## src/design/priority_task_scheduler_semaphores_top_macros.svh

```systemverilog
// Assertion macros shared by the scheduler RTL.
`ifndef PRIORITY_TASK_SCHEDULER_SEMAPHORES_TOP_MACROS_SVH
`define PRIORITY_TASK_SCHEDULER_SEMAPHORES_TOP_MACROS_SVH

// Check a property at every clock edge outside reset.
`define PTSS_ASSERT(lbl, prop, msg) \
    lbl: assert property (@(posedge i_clk) disable iff (!i_rst_n) (prop)) else $error(msg);

// Check that a condition implies a consequence at the following edge.
`define PTSS_ASSERT_NEXT(lbl, cond, cons, msg) \
    lbl: assert property (@(posedge i_clk) disable iff (!i_rst_n) (cond) |=> (cons)) \
        else $error(msg);

`endif

```

## src/design/ptss_pkg.sv

```systemverilog
// Types and constants shared by the scheduler modules.
`timescale 1ns / 1ps
`default_nettype none
package ptss_pkg;

    localparam int NUM_TASK_SLOTS = 8;
    localparam int NUM_SEMAPHORES = 16;
    localparam int TASK_W         = $clog2(NUM_TASK_SLOTS);
    localparam int SEM_W          = $clog2(NUM_SEMAPHORES);
    localparam int TIME_W         = 32;
    localparam int OP_W           = 3;

    typedef enum logic [OP_W-1:0] {
        OP_TICK    = 3'd0,
        OP_CREATE  = 3'd1,
        OP_TAKE    = 3'd2,
        OP_GIVE    = 3'd3,
        OP_DELAY   = 3'd4,
        OP_RESCHED = 3'd5
    } t_op;

    // Per-cell update request from the sequencer.
    typedef struct packed {
        logic              enable;   // cell takes part in the searches
        logic              clear;
        logic              block;
        logic              unblock;
        logic              set_rel;
        logic [SEM_W-1:0]  sem;
        logic [TIME_W-1:0] rel;
    } t_cell_cmd;

    // Search flags passed from lower-index cells to higher-index cells.
    typedef struct packed {
        logic wait_seen;
        logic ready_seen;
    } t_chain;

    // What a cell reports back: first match of each search.
    typedef struct packed {
        logic wait_first;
        logic ready_first;
    } t_hit;

endpackage
`default_nettype wire

```

## src/design/ptss_cell.sv

```systemverilog
// One task slot: release tick, blocked flag, waited semaphore and search step.
`timescale 1ns / 1ps
`default_nettype none
module ptss_cell import ptss_pkg::*; (
    input  wire logic              i_clk,
    input  wire logic              i_rst_n,
    input  wire t_cell_cmd         i_cmd,
    input  wire logic [TIME_W-1:0] i_tick,
    input  wire t_chain            i_chain,
    output t_chain                 o_chain,
    output t_hit                   o_hit
);

    logic [TIME_W-1:0] r_release;
    logic              r_blocked;
    logic [SEM_W-1:0]  r_waits_on;
    logic              ready;
    logic              waiting;
    logic              wait_first;

    // Slot state updates; an unblock request only frees the first waiter.
    always_ff @(posedge i_clk) begin
        if (!i_rst_n) begin
            r_release  <= '0;
            r_blocked  <= 1'b0;
            r_waits_on <= '0;
        end else if (i_cmd.clear) begin
            r_release  <= '0;
            r_blocked  <= 1'b0;
            r_waits_on <= '0;
        end else begin
            if (i_cmd.block) begin
                r_blocked  <= 1'b1;
                r_waits_on <= i_cmd.sem;
            end else if (i_cmd.unblock && wait_first) begin
                r_blocked <= 1'b0;
            end
            if (i_cmd.set_rel) begin
                r_release <= i_cmd.rel;
            end
        end
    end

    // Local match terms and the priority ripple to the next cell.
    assign ready      = i_cmd.enable && (i_tick >= r_release) && !r_blocked;
    assign waiting    = i_cmd.enable && r_blocked && (r_waits_on == i_cmd.sem);
    assign wait_first = waiting && !i_chain.wait_seen;

    assign o_hit.ready_first  = ready && !i_chain.ready_seen;
    assign o_hit.wait_first   = wait_first;
    assign o_chain.ready_seen = i_chain.ready_seen || ready;
    assign o_chain.wait_seen  = i_chain.wait_seen || waiting;

endmodule
`default_nettype wire

```

## src/design/priority_task_scheduler_semaphores_top.sv

```systemverilog
// Top level of the fixed-priority task scheduler with binary semaphores.
//
// Input channel: one kernel event per beat (op, task_id, sem_id, resume tick,
// period), accepted when i_in_valid is high and o_in_stall is low.
// Output channel: one result beat per event (running_task, granted, switched,
// next_release), taken when o_out_valid is high and i_out_stall is low.
// Each event goes through accept, update of the task cells with the waiter
// search, then the ready search through the cell chain that writes the
// result register. A new event is accepted only after the last one has
// written its result; the ripple through the row of task cells sets the path.
// A stalled output holds its beat and the sequencer waits in its last step,
// so the input stalls until the result register frees up.
// Reset clears the tick count, all task slots and all semaphores, and makes
// the idle task 0 the running task; no pass over the state is needed.
`timescale 1ns / 1ps
`default_nettype none
`include "priority_task_scheduler_semaphores_top_macros.svh"
module priority_task_scheduler_semaphores_top import ptss_pkg::*; (
    input  wire logic              i_clk,
    input  wire logic              i_rst_n,
    input  wire logic              i_in_valid,
    output logic                   o_in_stall,
    input  wire logic [OP_W-1:0]   i_op,
    input  wire logic [TASK_W-1:0] i_task_id,
    input  wire logic [SEM_W-1:0]  i_sem_id,
    input  wire logic [TIME_W-1:0] i_resume_tick,
    input  wire logic [TIME_W-1:0] i_period,
    output logic                   o_out_valid,
    input  wire logic              i_out_stall,
    output logic [TASK_W-1:0]      o_running_task,
    output logic                   o_granted,
    output logic                   o_switched,
    output logic [TIME_W-1:0]      o_next_release
);

    typedef enum logic [1:0] {
        ST_IDLE,
        ST_EXEC,
        ST_SCHED
    } t_state;

    t_state              r_state;
    logic [OP_W-1:0]     r_op;
    logic [TASK_W-1:0]   r_tid;
    logic [SEM_W-1:0]    r_sem;
    logic [TIME_W-1:0]   r_rel;
    logic [TIME_W-1:0]   r_per;
    logic [TIME_W-1:0]   r_tick;
    logic [TASK_W-1:0]   r_cur;
    logic [NUM_SEMAPHORES-1:0] r_sem_taken;
    logic                r_granted;
    logic                r_resched;
    logic [TIME_W-1:0]   r_next;
    logic                r_out_valid;
    logic [TASK_W-1:0]   r_out_task;
    logic                r_out_granted;
    logic                r_out_switched;
    logic [TIME_W-1:0]   r_out_next;

    logic [TIME_W-1:0]   n_tick;
    logic [NUM_SEMAPHORES-1:0] n_sem_taken;
    logic                n_granted;
    logic                n_resched;
    logic [TIME_W-1:0]   n_next;
    logic                n_out_valid;

    t_cell_cmd           cmd   [NUM_TASK_SLOTS];
    t_chain              chain [NUM_TASK_SLOTS+1];
    t_hit                hit   [NUM_TASK_SLOTS];
    logic [NUM_TASK_SLOTS-1:0] ready_vec;
    logic [NUM_TASK_SLOTS-1:0] wait_vec;
    logic [TASK_W-1:0]   pick_idx;
    logic [TASK_W-1:0]   waiter_idx;
    logic                waiter_found;
    logic                exec;
    logic                out_free;
    t_op                 op;

    assign op       = t_op'(r_op);
    assign exec     = (r_state == ST_EXEC);
    assign out_free = !r_out_valid || !i_out_stall;

    // Update requests for each slot, issued in the execute step.
    always_comb begin
        for (int i = 0; i < NUM_TASK_SLOTS; i++) begin
            cmd[i].enable  = (i != 0);
            cmd[i].clear   = exec && (op == OP_CREATE) && (r_tid == TASK_W'(i));
            cmd[i].block   = exec && (op == OP_TAKE) && r_sem_taken[r_sem]
                             && (r_cur == TASK_W'(i));
            cmd[i].unblock = exec && (op == OP_GIVE);
            cmd[i].set_rel = exec && (op == OP_DELAY) && (r_cur == TASK_W'(i));
            cmd[i].sem     = r_sem;
            cmd[i].rel     = r_rel;
        end
    end

    // Row of task cells with the priority ripple between neighbors.
    assign chain[0] = '0;
    for (genvar g = 0; g < NUM_TASK_SLOTS; g++) begin : g_cell
        ptss_cell u_cell (
            .i_clk   (i_clk),
            .i_rst_n (i_rst_n),
            .i_cmd   (cmd[g]),
            .i_tick  (r_tick),
            .i_chain (chain[g]),
            .o_chain (chain[g+1]),
            .o_hit   (hit[g])
        );
        assign ready_vec[g] = hit[g].ready_first;
        assign wait_vec[g]  = hit[g].wait_first;
    end

    // Encode the one-hot first matches into slot numbers.
    always_comb begin
        pick_idx   = '0;
        waiter_idx = '0;
        for (int i = 0; i < NUM_TASK_SLOTS; i++) begin
            if (ready_vec[i]) pick_idx = pick_idx | TASK_W'(i);
            if (wait_vec[i])  waiter_idx = waiter_idx | TASK_W'(i);
        end
    end
    assign waiter_found = chain[NUM_TASK_SLOTS].wait_seen;

    // Shared kernel state and event flags for the execute step.
    always_comb begin
        n_tick      = r_tick;
        n_sem_taken = r_sem_taken;
        n_granted   = r_granted;
        n_resched   = r_resched;
        n_next      = r_next;
        if (exec) begin
            n_granted = 1'b0;
            n_resched = 1'b0;
            n_next    = '0;
            case (op)
                OP_TICK: begin
                    n_tick    = r_tick + 1'b1;
                    n_resched = 1'b1;
                end
                OP_TAKE: begin
                    if (!r_sem_taken[r_sem]) begin
                        n_sem_taken[r_sem] = 1'b1;
                        n_granted          = 1'b1;
                    end else begin
                        n_resched = 1'b1;
                    end
                end
                OP_GIVE: begin
                    if (!waiter_found) begin
                        n_sem_taken[r_sem] = 1'b0;
                    end else begin
                        n_sem_taken[r_sem] = 1'b1;
                        if (waiter_idx < r_cur) begin
                            n_resched = 1'b1;
                        end
                    end
                end
                OP_DELAY: begin
                    n_next    = r_rel + r_per;
                    n_resched = 1'b1;
                end
                OP_RESCHED: begin
                    n_resched = 1'b1;
                end
                default: begin
                end
            endcase
        end
    end

    // The result register fills in the schedule step and empties when taken.
    always_comb begin
        n_out_valid = r_out_valid && i_out_stall;
        if ((r_state == ST_SCHED) && out_free) begin
            n_out_valid = 1'b1;
        end
    end

    // Event sequencer and result register.
    always_ff @(posedge i_clk) begin
        if (!i_rst_n) begin
            r_state        <= ST_IDLE;
            r_op           <= '0;
            r_tid          <= '0;
            r_sem          <= '0;
            r_rel          <= '0;
            r_per          <= '0;
            r_tick         <= '0;
            r_cur          <= '0;
            r_sem_taken    <= '0;
            r_out_valid    <= 1'b0;
            r_granted      <= 1'b0;
            r_resched      <= 1'b0;
            r_next         <= '0;
            r_out_task     <= '0;
            r_out_granted  <= 1'b0;
            r_out_switched <= 1'b0;
            r_out_next     <= '0;
        end else begin
            r_tick      <= n_tick;
            r_sem_taken <= n_sem_taken;
            r_granted   <= n_granted;
            r_resched   <= n_resched;
            r_next      <= n_next;
            r_out_valid <= n_out_valid;
            unique case (r_state)
                ST_IDLE: begin
                    if (i_in_valid) begin
                        r_op    <= i_op;
                        r_tid   <= i_task_id;
                        r_sem   <= i_sem_id;
                        r_rel   <= i_resume_tick;
                        r_per   <= i_period;
                        r_state <= ST_EXEC;
                    end
                end
                ST_EXEC: begin
                    r_state <= ST_SCHED;
                end
                ST_SCHED: begin
                    if (out_free) begin
                        r_out_task     <= r_resched ? pick_idx : r_cur;
                        r_out_granted  <= r_granted;
                        r_out_switched <= r_resched;
                        r_out_next     <= r_next;
                        if (r_resched) begin
                            r_cur <= pick_idx;
                        end
                        r_state <= ST_IDLE;
                    end
                end
                default: r_state <= ST_IDLE;
            endcase
        end
    end

    assign o_in_stall     = (r_state != ST_IDLE);
    assign o_out_valid    = r_out_valid;
    assign o_running_task = r_out_task;
    assign o_granted      = r_out_granted;
    assign o_switched     = r_out_switched;
    assign o_next_release = r_out_next;

    // The ripple gives at most one first match per search, never the idle slot.
    `PTSS_ASSERT(a_ready_onehot, $onehot0(ready_vec) && !ready_vec[0], "two ready picks")
    `PTSS_ASSERT(a_wait_onehot, $onehot0(wait_vec) && !wait_vec[0], "two waiter picks")
    // A grant never comes with a reschedule.
    `PTSS_ASSERT(a_grant_switch, !(r_out_valid && r_out_granted && r_out_switched),
        "grant with switch")
    // An event always reaches the schedule step right after execute.
    `PTSS_ASSERT_NEXT(a_exec_next, r_state == ST_EXEC, r_state == ST_SCHED,
        "execute step not followed by schedule step")

endmodule
`default_nettype wire
```

## config.mk

```make
export PLATFORM = sky130hd
export DESIGN_NAME = priority_task_scheduler_semaphores_top
export DESIGN_NICKNAME = d
export VERILOG_FILES = /design/src/design/ptss_pkg.sv /design/src/design/ptss_cell.sv /design/src/design/priority_task_scheduler_semaphores_top.sv
export VERILOG_INCLUDE_DIRS = /design/src /design/src/design
export SDC_FILE = /design/constraint.sdc
export NUM_CORES = 1
export LEC_CHECK = 0
export BUFFER_PORTS_ARGS = -buffer_cell sky130_fd_sc_hd__clkbuf_2
export CORE_ASPECT_RATIO = 1.75
export CORE_MARGIN = 4
export CORE_UTILIZATION = 60
export CTS_BUF_LIST = sky130_fd_sc_hd__clkbuf_4 sky130_fd_sc_hd__clkbuf_8 sky130_fd_sc_hd__clkbuf_16
export DETAILED_ROUTE_END_ITERATION = 16
export GPL_ROUTABILITY_DRIVEN = 0
export GPL_TIMING_DRIVEN = 0
export PLACE_DENSITY = 0.78
export SETUP_SLACK_MARGIN = 0.2
export SYNTH_ARGS = -nofsm -noshare
export SYNTH_HDL_FRONTEND = slang
export SYNTH_SLANG_ARGS = --single-unit
```

## constraint.sdc

```tcl
create_clock -name i_clk -period 5.14 [get_ports i_clk]
set_input_delay 0.771 -clock i_clk [delete_from_list [all_inputs] [get_ports i_clk]]
set_output_delay 0.771 -clock i_clk [all_outputs]
set_load 0.1 [all_outputs]
```

==> impl_metrics.yaml <==
status:
  status: "complete, no violations"
logic_synthesis:
  synthAdderAreaFrac_pct: 13.45
  ys_seq_area_share_pct: 37.71
  ys_seq_elements: 455
  synthMuxAreaShare_pct: 1.699
  synth_ff_type: "dfxtp_1"
  syn_area_per_cell_um2: 7.793
  synth-edff-count: 0
  synthDistinctLibCells: 81
  yosysWarnings: 0
  synth_compound_area_share_pct: 17.70
  synth_xor_area_share_pct: 2.719
  synthCells: 3100
  synth_top_family_by_area: "simple AND/OR/NAND/NOR gates"
  yosys.area_share.simple_pct: 20.00
  async_flop_share_pct: 0
  syn-num-nets: 3437
  netlist_area_um2: 24160
die:
  die_width_um: 159.7
  die_y_um: 273.4
  coreArea_um2: 39930
  die-area_um2: 43660
  ios: 117
  rows: 97
  initial_core_util_pct: 60.50
clock_tree:
  htree_levels: 2
  cts.clk_slew.worst_paths_ns: 0.07
  clk_path_buf_depth: 3
  cts_buffers: 41
  postCtsSetupRepairBufs: 0
  cts_root_buf: "clkbuf_16"
  cts_sinks: 455
  clk_latency_ns: 0.56
  tritoncts: "built"
  cts_resized: 0
  cts_hold_buf: 0
setup_path:
  worstSetupEndpointType: "flop"
  r2r_start: "r_tick[13]"
  ff2ff_path_depth: 9
  ff2ff_setup_slack_ns: 0.93
  crit_fanout: 9
  critPathLaunchType: "flop"
  reg2reg_to: "o_running_task[1]"
  crit_type: "flop to flop"
  cp_data_arrival_time_ns: 4.67
  required_ns: 5.60
final_layout:
  area_delta_synth_final_pct: 11.13
  layout_common_cells: "760 x nand2_1, 455 x dfxtp_1, 445 x a21oi_1, 258 x ha_1, 248 x inv_1"
  nets: 3597
  layout_commonest_cell: "nand2_1"
  drive_above_1_share_pct: 7.877
timing:
  rsz0062_at_grt: "false"
  tns_ns: 0
  worst_slew_pin_slew_ns: 1.411
  slew_headroom_pct: 5.314
  layout_min_cycle_time_ns: 4.209
  worst_clock_skew_ns: 0.01897
  finalCritPeriodShare_pct: 81.89
  slew_viol_final: 0
  fmax_mhz: 237.6
  setup_viol: 0
  finalHoldViolations: 0
  timing.final.ws_setup_ns: 0.9309
global_routing:
  overflow: 0
  grt_antenna_before_repair: 1
  grt_max_degree: 17
  grt_pass1_wl_mm: 119.6
  grt_pass1_vias: 22817
  grt_usage_pct: 34.52
min_path:
  hold_start: "i_period[28]"
  hold_path_end: "r_per[28]"
  hold_depth: 3
  hold_path.class: "input pin to flop"
detailed_routing:
  wire_per_inst_um: 20.57
  drc_errors: 0
  routed_via_density: 6.092
  wirelength_mm: 77.84
  final_antenna_net_count: 0
  drtIter0Drc: 1596
  vias: 23054
  drt_pass1_iterations: 7
placement:
  port_buffers: 115
  pre_cts_ws_ns: 1.002
  hpwl_mm: 59.77
run:
  drv_cap: 0
power_and_ir_drop:
  power_density_nw_per_um2: 279.5
  leakage_nw: 10.44
  peakVddDrop_mv: 0.4510
==> sequential cells by signal, indices dropped and copies added (netlist names), named ones only <==
name	cells
o_next_release	32
r_next	32
r_resched	1
r_rel	32
o_out_valid	1
r_tick	32
g_cell.u_cell.r_blocked	7
r_sem	4
r_tid	3
g_cell.u_cell.r_release	224
r_state	2
r_per	32
o_switched	1
op	3
g_cell.u_cell.r_waits_on	28
r_granted	1
o_granted	1
o_running_task	3
==> metal layers <==
metal	wire, um	track usage [%]	vias up
met3	5631	5.967	470
met2	37310	60.78	1119
met4	9151	32.89	0
met5	0	0	-
met1	25740	33.84	10639
li1	-	-	10826
==> power breakdown <==
group          total, mW  internal, mW  switching [mW]
clock               3.36          1.96            1.40
sequential          3.60          3.56          0.0316
combinational      0.547         0.150           0.397
total               7.50          5.67            1.83
==> critical path: stages (launching register included) <==
cell and delay, ns:
dfxtp_1 0.68, ha_1 0.35, a21o_1 0.20, a2111oi_0 1.15, o221ai_1 0.31, a31oi_1 0.58
o31ai_1 0.23, a311oi_1 0.26, a211oi_1 0.13, o31ai_1 0.22
==> worst max-delay path by stage <==
stage	from	to	slack [ns]
after floorplan	r_tick[10]	o_running_task[2]	2.52
final	r_tick[13]	o_running_task[1]	0.93
after global placement	r_tick[13]	o_running_task[1]	1.01
after detailed placement	r_tick[13]	o_running_task[1]	1.00
after CTS	r_tick[13]	o_running_task[1]	1.04
after global routing	r_tick[13]	o_running_task[1]	0.95
==> kinds of logic (layout without fill, tap and decap cells) <==
kind of cell             Yosys count  in the layout
adder cells (fa/ha/maj)          259            259
XOR/XNOR                          75             75
AND/OR/NAND/NOR                 1137           1137
other                              0              1
AO/OA/AOI/OAI                    725            725
flip-flops                       455            455
buffers and inverters            415            603
multiplexers                      34             34
==> synth_stat cells, types with 13 or more instances <==
master	count	area share, %
nor3_1	26	0.54
inv_1	248	3.9
dfxtp_1	455	38
nand3_1	39	0.81
a31oi_1	13	0.34
clkbuf_2	30	0.62
mux2i_1	29	1.2
o21a_1	13	0.40
nor2_1	163	2.5
xnor2_1	33	1.2
nand4_1	40	1.0
a22oi_1	14	0.44
nand2b_1	15	0.39
a21o_1	40	1.2
ha_1	258	13
clkbuf_1	122	1.9
nor2b_1	15	0.39
nand2_1	760	12
a211oi_1	22	0.68
xor2_1	42	1.5
and2_1	13	0.34
a21oi_1	445	9.2
o21ai_0	67	1.4
o211ai_1	15	0.47
==> cell type report <==
cell class / count / area [um^2]
Timing Repair Buffer: 117 / 594.3
Clock buffer: 58 / 1257
Inverter: 249 / 934.6
Buffer: 166 / 690.7
Clock inverter: 13 / 202.7
Sequential cell: 455 / 9109
Multi-Input combinational cell: 2230 / 13440
Antenna cell: 1 / 2.502
Tap cell: 495 / 619.3
Fill cell: 3320 / 13080
==> through the flow <==
step	util, %	cell area (um^2)	std cells	power (mW)	hold slack, ns
3_3_place_gp	63.49	25350	3710	4.188	0.4416
6_report	67.23	26850	3784	7.502	0.4268
2_1_floorplan	-	24160	3100	3.986	0.4249
5_1_grt	67.23	26840	3783	7.683	0.4280
3_5_place_dp	63.55	25380	3711	4.202	0.4456
4_1_cts	67.21	26840	3782	7.491	0.4159
(Power assumes the default switching activity.)
